## src/hw/rtl/euler_rotate_translate_3d_defines.svh

```systemverilog
// Assertion macros shared by the rotation block.
`ifndef EULER_ROTATE_TRANSLATE_3D_DEFINES_SVH
`define EULER_ROTATE_TRANSLATE_3D_DEFINES_SVH

// The consequent must hold in the same cycle as the antecedent.
`define ERT3D_ASSERT_SAME(label, clk, rst, ante, cons, msg) \
   label: assert property (@(posedge clk) disable iff (rst) (ante) |-> (cons)) \
      else $error(msg);

// The consequent must hold in the cycle after the antecedent.
`define ERT3D_ASSERT_NEXT(label, clk, rst, ante, cons, msg) \
   label: assert property (@(posedge clk) disable iff (rst) (ante) |=> (cons)) \
      else $error(msg);

`endif

```

## src/hw/rtl/ert3d_pkg.sv

```systemverilog
package ert3d_pkg;

   localparam int COORD_WIDTH = 32;
   localparam int ANGLE_WIDTH = 16;
   localparam int COEF_WIDTH  = 19;
   localparam int NUM_COEFS   = 9;
   localparam int NUM_SINES   = 6;
   localparam int NUM_REGS    = 6;
   localparam int REG_IDX_WIDTH = 3;
   localparam int MUL_WIDTH   = 32;
   localparam int MAG_WIDTH   = 20;

   localparam int SINE_OPS = 24;
   localparam int PROD_OPS = 15;
   localparam int NUM_OPS  = SINE_OPS + PROD_OPS;
   localparam int OP_WIDTH = 6;

   localparam logic [REG_IDX_WIDTH-1:0] REG_YAW      = 3'd0;
   localparam logic [REG_IDX_WIDTH-1:0] REG_PITCH    = 3'd1;
   localparam logic [REG_IDX_WIDTH-1:0] REG_ROLL     = 3'd2;
   localparam logic [REG_IDX_WIDTH-1:0] REG_OFFSET_X = 3'd3;
   localparam logic [REG_IDX_WIDTH-1:0] REG_OFFSET_Y = 3'd4;
   localparam logic [REG_IDX_WIDTH-1:0] REG_OFFSET_Z = 3'd5;

   // Polynomial constants of the quarter-wave sine, Q30.
   localparam logic signed [MUL_WIDTH-1:0] SINE_A = 32'sd1686629713;
   localparam logic signed [MUL_WIDTH-1:0] SINE_B = 32'sd688904866;
   localparam logic signed [MUL_WIDTH-1:0] SINE_C = 32'sd76016977;

   localparam int ONE_Q17 = 131072;

   typedef logic signed [COEF_WIDTH-1:0] coef_type;

   // Operand sources for the coefficient products.
   localparam logic [3:0] SRC_SY      = 4'd0;
   localparam logic [3:0] SRC_CY      = 4'd1;
   localparam logic [3:0] SRC_SP      = 4'd2;
   localparam logic [3:0] SRC_CP      = 4'd3;
   localparam logic [3:0] SRC_SR      = 4'd4;
   localparam logic [3:0] SRC_CR      = 4'd5;
   localparam logic [3:0] SRC_CYSP    = 4'd6;
   localparam logic [3:0] SRC_SYSP    = 4'd7;
   localparam logic [3:0] SRC_NEG_ONE = 4'd8;

   // Destinations: 0 to 8 are the coefficients in row-major order.
   localparam logic [3:0] DST_CYSP = 4'd9;
   localparam logic [3:0] DST_SYSP = 4'd10;

   localparam logic [1:0] MODE_SET   = 2'd0;
   localparam logic [1:0] MODE_FIRST = 2'd1;
   localparam logic [1:0] MODE_ADD   = 2'd2;
   localparam logic [1:0] MODE_SUB   = 2'd3;

   typedef struct packed {
      logic [3:0] a_sel;
      logic [3:0] b_sel;
      logic [3:0] dest;
      logic [1:0] mode;
   } prod_op_type;

   function automatic prod_op_type prod_op(input logic [3:0] idx);
      prod_op_type op;
      case (idx)
         4'd0:    op = '{SRC_CY,   SRC_SP,      DST_CYSP, MODE_SET};
         4'd1:    op = '{SRC_SY,   SRC_SP,      DST_SYSP, MODE_SET};
         4'd2:    op = '{SRC_CY,   SRC_CP,      4'd0,     MODE_SET};
         4'd3:    op = '{SRC_CYSP, SRC_SR,      4'd1,     MODE_FIRST};
         4'd4:    op = '{SRC_SY,   SRC_CR,      4'd1,     MODE_SUB};
         4'd5:    op = '{SRC_CYSP, SRC_CR,      4'd2,     MODE_FIRST};
         4'd6:    op = '{SRC_SY,   SRC_SR,      4'd2,     MODE_ADD};
         4'd7:    op = '{SRC_SY,   SRC_CP,      4'd3,     MODE_SET};
         4'd8:    op = '{SRC_SYSP, SRC_SR,      4'd4,     MODE_FIRST};
         4'd9:    op = '{SRC_CY,   SRC_CR,      4'd4,     MODE_ADD};
         4'd10:   op = '{SRC_SYSP, SRC_CR,      4'd5,     MODE_FIRST};
         4'd11:   op = '{SRC_CY,   SRC_SR,      4'd5,     MODE_SUB};
         4'd12:   op = '{SRC_SP,   SRC_NEG_ONE, 4'd6,     MODE_SET};
         4'd13:   op = '{SRC_CP,   SRC_SR,      4'd7,     MODE_SET};
         4'd14:   op = '{SRC_CP,   SRC_CR,      4'd8,     MODE_SET};
         default: op = '{SRC_SY,   SRC_SY,      DST_CYSP, MODE_SET};
      endcase
      return op;
   endfunction

endpackage

```

## src/hw/rtl/ert3d_coef_gen.sv

```systemverilog
`include "euler_rotate_translate_3d_defines.svh"

module ert3d_coef_gen #(
   parameter int ANGLE_WIDTH = ert3d_pkg::ANGLE_WIDTH
) (
   input  logic                   clock,
   input  logic                   reset,
   input  logic                   start,
   input  logic [ANGLE_WIDTH-1:0] yaw_angle,
   input  logic [ANGLE_WIDTH-1:0] pitch_angle,
   input  logic [ANGLE_WIDTH-1:0] roll_angle,
   output logic                   busy,
   output ert3d_pkg::coef_type    coef [ert3d_pkg::NUM_COEFS]
);

   localparam int OPW = ert3d_pkg::OP_WIDTH;
   localparam int MW  = ert3d_pkg::MUL_WIDTH;
   localparam int CW  = ert3d_pkg::COEF_WIDTH;
   localparam int PW  = 2 * MW;
   localparam int VW  = 24;
   localparam int MAG_W = ert3d_pkg::MAG_WIDTH;

   logic [OPW-1:0] op_ff, op_in;
   logic           ph_ff, ph_in;
   logic           busy_ff, busy_in;

   logic signed [PW-1:0] mul_ff;
   logic [14:0]          t2_ff;
   logic signed [MW-1:0] in_ff;
   logic signed [MW-1:0] mid_ff;
   ert3d_pkg::coef_type  sin_ff [ert3d_pkg::NUM_SINES];
   ert3d_pkg::coef_type  cysp_ff;
   ert3d_pkg::coef_type  sysp_ff;
   logic signed [VW-1:0] acc_ff;
   ert3d_pkg::coef_type  coef_ff [ert3d_pkg::NUM_COEFS];

   logic                   is_sine;
   logic [2:0]             k;
   logic [1:0]             sub;
   ert3d_pkg::prod_op_type pop;
   logic [ANGLE_WIDTH-1:0] raw;
   logic [ANGLE_WIDTH+15:0] raw_ext;
   logic [15:0]            phase;
   logic [14:0]            u;
   logic                   neg;
   ert3d_pkg::coef_type    src_a, src_b;
   logic signed [MW-1:0]   opa, opb;
   logic signed [PW-1:0]   shr14;
   logic [MW:0]            rnd;
   logic [MAG_W-1:0]       mag;
   logic signed [VW-1:0]   m17, comb_v, sat_src;
   ert3d_pkg::coef_type    sat_v;
   logic                   last_op;

   always_comb begin
      is_sine = op_ff < OPW'(ert3d_pkg::SINE_OPS);
      k       = op_ff[4:2];
      sub     = op_ff[1:0];
      pop     = ert3d_pkg::prod_op(4'(op_ff - OPW'(ert3d_pkg::SINE_OPS)));
      last_op = op_ff == OPW'(ert3d_pkg::NUM_OPS - 1);

      case (k[2:1])
         2'd0:    raw = yaw_angle;
         2'd1:    raw = pitch_angle;
         default: raw = roll_angle;
      endcase
      // The angle is brought to a 16-bit phase; cosine is a quarter turn ahead.
      raw_ext = {raw, 16'b0};
      phase   = raw_ext[ANGLE_WIDTH+15 -: 16] + (k[0] ? 16'd16384 : 16'd0);
      u       = phase[14] ? 15'(15'd16384 - {1'b0, phase[13:0]}) : {1'b0, phase[13:0]};
      neg     = phase[15];

      case (pop.a_sel)
         ert3d_pkg::SRC_SY:   src_a = sin_ff[0];
         ert3d_pkg::SRC_CY:   src_a = sin_ff[1];
         ert3d_pkg::SRC_SP:   src_a = sin_ff[2];
         ert3d_pkg::SRC_CP:   src_a = sin_ff[3];
         ert3d_pkg::SRC_SR:   src_a = sin_ff[4];
         ert3d_pkg::SRC_CR:   src_a = sin_ff[5];
         ert3d_pkg::SRC_CYSP: src_a = cysp_ff;
         ert3d_pkg::SRC_SYSP: src_a = sysp_ff;
         default:             src_a = -CW'(ert3d_pkg::ONE_Q17);
      endcase
      case (pop.b_sel)
         ert3d_pkg::SRC_SY:   src_b = sin_ff[0];
         ert3d_pkg::SRC_CY:   src_b = sin_ff[1];
         ert3d_pkg::SRC_SP:   src_b = sin_ff[2];
         ert3d_pkg::SRC_CP:   src_b = sin_ff[3];
         ert3d_pkg::SRC_SR:   src_b = sin_ff[4];
         ert3d_pkg::SRC_CR:   src_b = sin_ff[5];
         ert3d_pkg::SRC_CYSP: src_b = cysp_ff;
         ert3d_pkg::SRC_SYSP: src_b = sysp_ff;
         default:             src_b = -CW'(ert3d_pkg::ONE_Q17);
      endcase

      if (is_sine) begin
         case (sub)
            2'd0: begin
               opa = MW'({1'b0, u});
               opb = MW'({1'b0, u});
            end
            2'd1: begin
               opa = ert3d_pkg::SINE_C;
               opb = MW'({1'b0, t2_ff});
            end
            2'd2: begin
               opa = in_ff;
               opb = MW'({1'b0, t2_ff});
            end
            default: begin
               opa = mid_ff;
               opb = MW'({1'b0, u});
            end
         endcase
      end else begin
         opa = MW'(src_a);
         opb = MW'(src_b);
      end

      shr14 = mul_ff >>> 14;
      rnd   = {1'b0, shr14[MW-1:0]} + (MW+1)'(4096);
      mag   = (rnd[MW:13] > (MW-12)'(ert3d_pkg::ONE_Q17)) ?
              MAG_W'(ert3d_pkg::ONE_Q17) : MAG_W'(rnd[MW:13]);

      // Rounded Q1.17 product, floor of (a*b + 2^16) / 2^17.
      m17 = VW'((mul_ff + PW'(65536)) >>> 17);
      case (pop.mode)
         ert3d_pkg::MODE_ADD: comb_v = acc_ff + m17;
         ert3d_pkg::MODE_SUB: comb_v = acc_ff - m17;
         default:             comb_v = m17;
      endcase
      sat_src = comb_v;
      if (sat_src > VW'(262143)) begin
         sat_v = CW'(262143);
      end else if (sat_src < -VW'(262144)) begin
         sat_v = -CW'(262144);
      end else begin
         sat_v = sat_src[CW-1:0];
      end

      op_in   = op_ff;
      ph_in   = ph_ff;
      busy_in = busy_ff;
      if (start) begin
         op_in   = '0;
         ph_in   = 1'b0;
         busy_in = 1'b1;
      end else if (busy_ff) begin
         ph_in = ~ph_ff;
         if (ph_ff) begin
            if (last_op) begin
               op_in   = '0;
               busy_in = 1'b0;
            end else begin
               op_in = op_ff + OPW'(1);
            end
         end
      end
   end

   always_ff @(posedge clock) begin
      if (reset) begin
         op_ff   <= '0;
         ph_ff   <= 1'b0;
         busy_ff <= 1'b0;
         for (int i = 0; i < ert3d_pkg::NUM_COEFS; i++) begin
            coef_ff[i] <= (i % 4 == 0) ? CW'(ert3d_pkg::ONE_Q17) : '0;
         end
      end else begin
         op_ff   <= op_in;
         ph_ff   <= ph_in;
         busy_ff <= busy_in;
         if (busy_ff && !start && ph_ff && !is_sine) begin
            if (pop.dest < 4'(ert3d_pkg::NUM_COEFS) && pop.mode != ert3d_pkg::MODE_FIRST) begin
               coef_ff[pop.dest] <= sat_v;
            end
         end
      end
   end

   always_ff @(posedge clock) begin
      if (busy_ff && !ph_ff) begin
         mul_ff <= opa * opb;
      end
      if (busy_ff && ph_ff) begin
         if (is_sine) begin
            case (sub)
               2'd0:    t2_ff  <= shr14[14:0];
               2'd1:    in_ff  <= ert3d_pkg::SINE_B - shr14[MW-1:0];
               2'd2:    mid_ff <= ert3d_pkg::SINE_A - shr14[MW-1:0];
               default: sin_ff[k] <= neg ? -CW'(mag) : CW'(mag);
            endcase
         end else begin
            if (pop.dest == ert3d_pkg::DST_CYSP) begin
               cysp_ff <= m17[CW-1:0];
            end
            if (pop.dest == ert3d_pkg::DST_SYSP) begin
               sysp_ff <= m17[CW-1:0];
            end
            if (pop.mode == ert3d_pkg::MODE_FIRST) begin
               acc_ff <= m17;
            end
         end
      end
   end

   assign busy = busy_ff;
   assign coef = coef_ff;

   `ERT3D_ASSERT_NEXT(a_start_busy, clock, reset, start, busy_ff, "update did not start")
   `ERT3D_ASSERT_NEXT(a_finish, clock, reset, busy_ff && ph_ff && last_op && !start, !busy_ff, "update did not finish")
   `ERT3D_ASSERT_SAME(a_idle_op, clock, reset, !busy_ff, op_ff == '0 && !ph_ff, "sequencer not at rest")

endmodule

```

## config.mk

```make
export PLATFORM = sky130hd
export DESIGN_NAME = ert3d_coef_gen
export DESIGN_NICKNAME = d
export VERILOG_FILES = /design/src/hw/rtl/ert3d_pkg.sv /design/src/hw/rtl/ert3d_coef_gen.sv
export VERILOG_INCLUDE_DIRS = /design/src /design/src/hw/rtl
export SDC_FILE = /design/constraint.sdc
export NUM_CORES = 2
export LEC_CHECK = 0
export ABC_AREA = 1
export BUFFER_PORTS_ARGS = -buffer_cell sky130_fd_sc_hd__buf_4
export CAP_MARGIN = 20
export CORE_ASPECT_RATIO = 1.2
export CORE_MARGIN = 4
export CORE_UTILIZATION = 55
export CTS_BUF_LIST = sky130_fd_sc_hd__clkbuf_4 sky130_fd_sc_hd__clkbuf_8
export CTS_CLUSTER_DIAMETER = 120
export DETAILED_ROUTE_END_ITERATION = 7
export HOLD_SLACK_MARGIN = 0.15
export PLACE_DENSITY = 0.72
export SYNTH_ARGS = -nofsm -noshare
export SYNTH_HDL_FRONTEND = slang
export SYNTH_SLANG_ARGS = --single-unit
```

## constraint.sdc

```tcl
create_clock -name clock -period 20.1 [get_ports clock]
set_input_delay 4.02 -clock clock [delete_from_list [all_inputs] [get_ports clock]]
set_output_delay 4.02 -clock clock [all_outputs]
set_load 0.05 [all_outputs]
```

==> reports/metrics.cfg <==
[run_status]
status=finished clean

[synth]
synth_seq_cells=466
yosys-top-cells-area=fa_1 29%, edfxtp_1 17%, inv_1 9.9%
yosysSeqAreaShare=0.240
synth-main-ff-cell=edfxtp_1
synth-edff-count=287
async_flop_share=0
syn_inst=6190
avgSynthCellArea_um2=8.21
synth_cell_type_count=61
yosys_warnings=0
yosys.area.top_type_share=0.295
yosys.area.top_type=fa_1
netlist_area_um2=50800
synth_fp_nets=7198

[timing]
hold_viol_final=0
slew_violations=0
final-setup-viol-count=0
min_period_ps=13170
fin_setup_tns_ps=0
rsz0062_at_grt=no
max_slew_margin=0.238
finalCritPeriodShare=0.655
worstMarginPinSlew_ps=1140
fmax_mhz=75.9
finClkSkew_ps=58.4

[power]
peakVddDrop_uv=261
p_leak_uw=0.0280
totalPowerFinal_uw=7060
powerDensity_nw_per_um2=128

[routing]
wl_per_cell_um=22.2
route.antenna.remaining_nets=0
firstDrtPassIters=6
first_iter_violations=3324
via_per_inst=5.54
routed_wl_mm=170
drc=0
via_count=42400

[clock_network]
ctsHoldBuffers=0
cts_tree=done
cts.clk_slew.worst_paths_ps=70
cts_htree_levels=3
cts_sinks=466
cts_buffer_depth=3
cts.repair.resized=0
post-cts-setup-buffer-count=0
cts_buffers=74
cts_root_buf=clkbuf_8
clk_latency_ps=690

[global_route]
grt_max_degree=91
met1_usage=0.392
grt_util_met3=0.0668
grt_overflow=0
top_usage_layer=met2
met2_usage=0.606
grt_pass1_wl_mm=260
grt.total_usage=0.351
antenna_found_initial=3
grt_pass1_vias=43900

[floorplanning]
ios=223
start_util=0.557
die_x_um=286
core_um2=91300
rows=121
die-area_um2=97400
die_height_um=341

[cells_and_area]
drive_above_1_share=0.0838
final_common_cell=inv_1
final_cell_area_um2=55200
final_cell_mix=1346 x inv_1, 1047 x nand2_1, 932 x nor2_1, 749 x fa_1, 335 x nand3_1
syn2layout_area_growth_pct=8.64
fin_nets=7363

[placement]
io_buffers=222
gp_congestion=1.03
place_area_um2=53700
hpwl_mm=136

[worst_setup_path]
arrival_ps=13580
path_max_fanout=25
critPathKind=input port to flip-flop
cp-start-kind=input port
cp-end-kind=flip-flop
cp.required_ps=20510
crit_path_top_delay_cell=clkinv_1
cp_slowest_stage_delay_ps=910
reg2reg_depth=36
worst_path_most_repeated_cell=fa_1

[min_path]
hold_class=flip-flop to flip-flop
hold_depth=2

[job]
drv_cap=0

==> synth_stat cells (23+ instances only) <==
master and n:
nand4_1 42, o211ai_1 23, a21oi_1 140, ha_1 208
a31oi_1 30, buf_2 67, nand3_1 335, xnor2_1 32
xor2_1 155, dfxtp_1 179, a221oi_1 28, nor3_1 45
edfxtp_1 287, o22ai_1 24, nor2_1 942, nand2_1 1047
fa_1 749, o21ai_0 123, inv_2 26, inv_1 1347
clkbuf_1 117
==> power breakdown <==
| group | switching, µW | internal, µW |
|---|---|---|
| combinational | 3380 | 1570 |
| clock | 392 | 432 |
| sequential | 63.7 | 1220 |
==> final timing paths <==
check	startpoint	end	slack, ps
hold / removal	coef[17]	coef[17]	480
hold reg to reg	coef[17]	coef[17]	480
setup / recovery	roll_angle[14]	mul_ff[32]	6930
setup reg to reg	op_ff[1]	mul_ff[32]	8000
==> flip-flops by register name (all words and copies together) (netlist names) <==
register,cells
in_ff,32
cysp_ff,19
sin_ff,114
t2_ff,15
mul_ff,32
busy,1
op_ff,6
acc_ff,24
sysp_ff,19
coef,171
mid_ff,32
ph_ff,1
==> metrics by stage <==
step	instances	util	hold WS, ps	worst slack [ps]
after floorplan	6190	-	421	8020
after detailed placement	7507	0.589	462	6340
after CTS	7637	0.605	481	7020
final	7641	0.605	480	6930
after global routing	7640	0.605	505	6310
after global placement	7507	0.589	459	6350
==> worst max-delay path: cells and delay by family <==
family	cells	cell delay [ps]
simple gates	7	1400
buf+inv	7	1320
fa+ha+maj	10	5150
compound gates	7	1290
xor+xnor	2	370
==> routing by layer <==
metal,vias up,share of wire
met3,553,0.078
met1,20800,0.34
met4,2,0.085
met5,-,0.000071
met2,1933,0.49
li1,19100,-
==> cell type report <==
type | count | area [µm²]
sequential | 466 | 12200
fill | 8211 | 36100
inverter | 1384 | 5190
antenna | 2 | 5.00
clock buffer | 97 | 1200
timing repair buffer | 300 | 2280
multi-input combinational | 4129 | 32600
clock inverter | 33 | 241
tap | 1230 | 1540
==> cells by family after synthesis <==
group                      share of synthesized area
xor gates and xnor gates                      0.0322
DFF                                            0.240
and+or+nand+nor                                0.205
buffers and inverters                          0.121
AOI/OAI and AO/OA                             0.0561
adders and majority gates                      0.346
muxes                                       0.000394
Note: power is estimated with default switching activity, not from simulation.
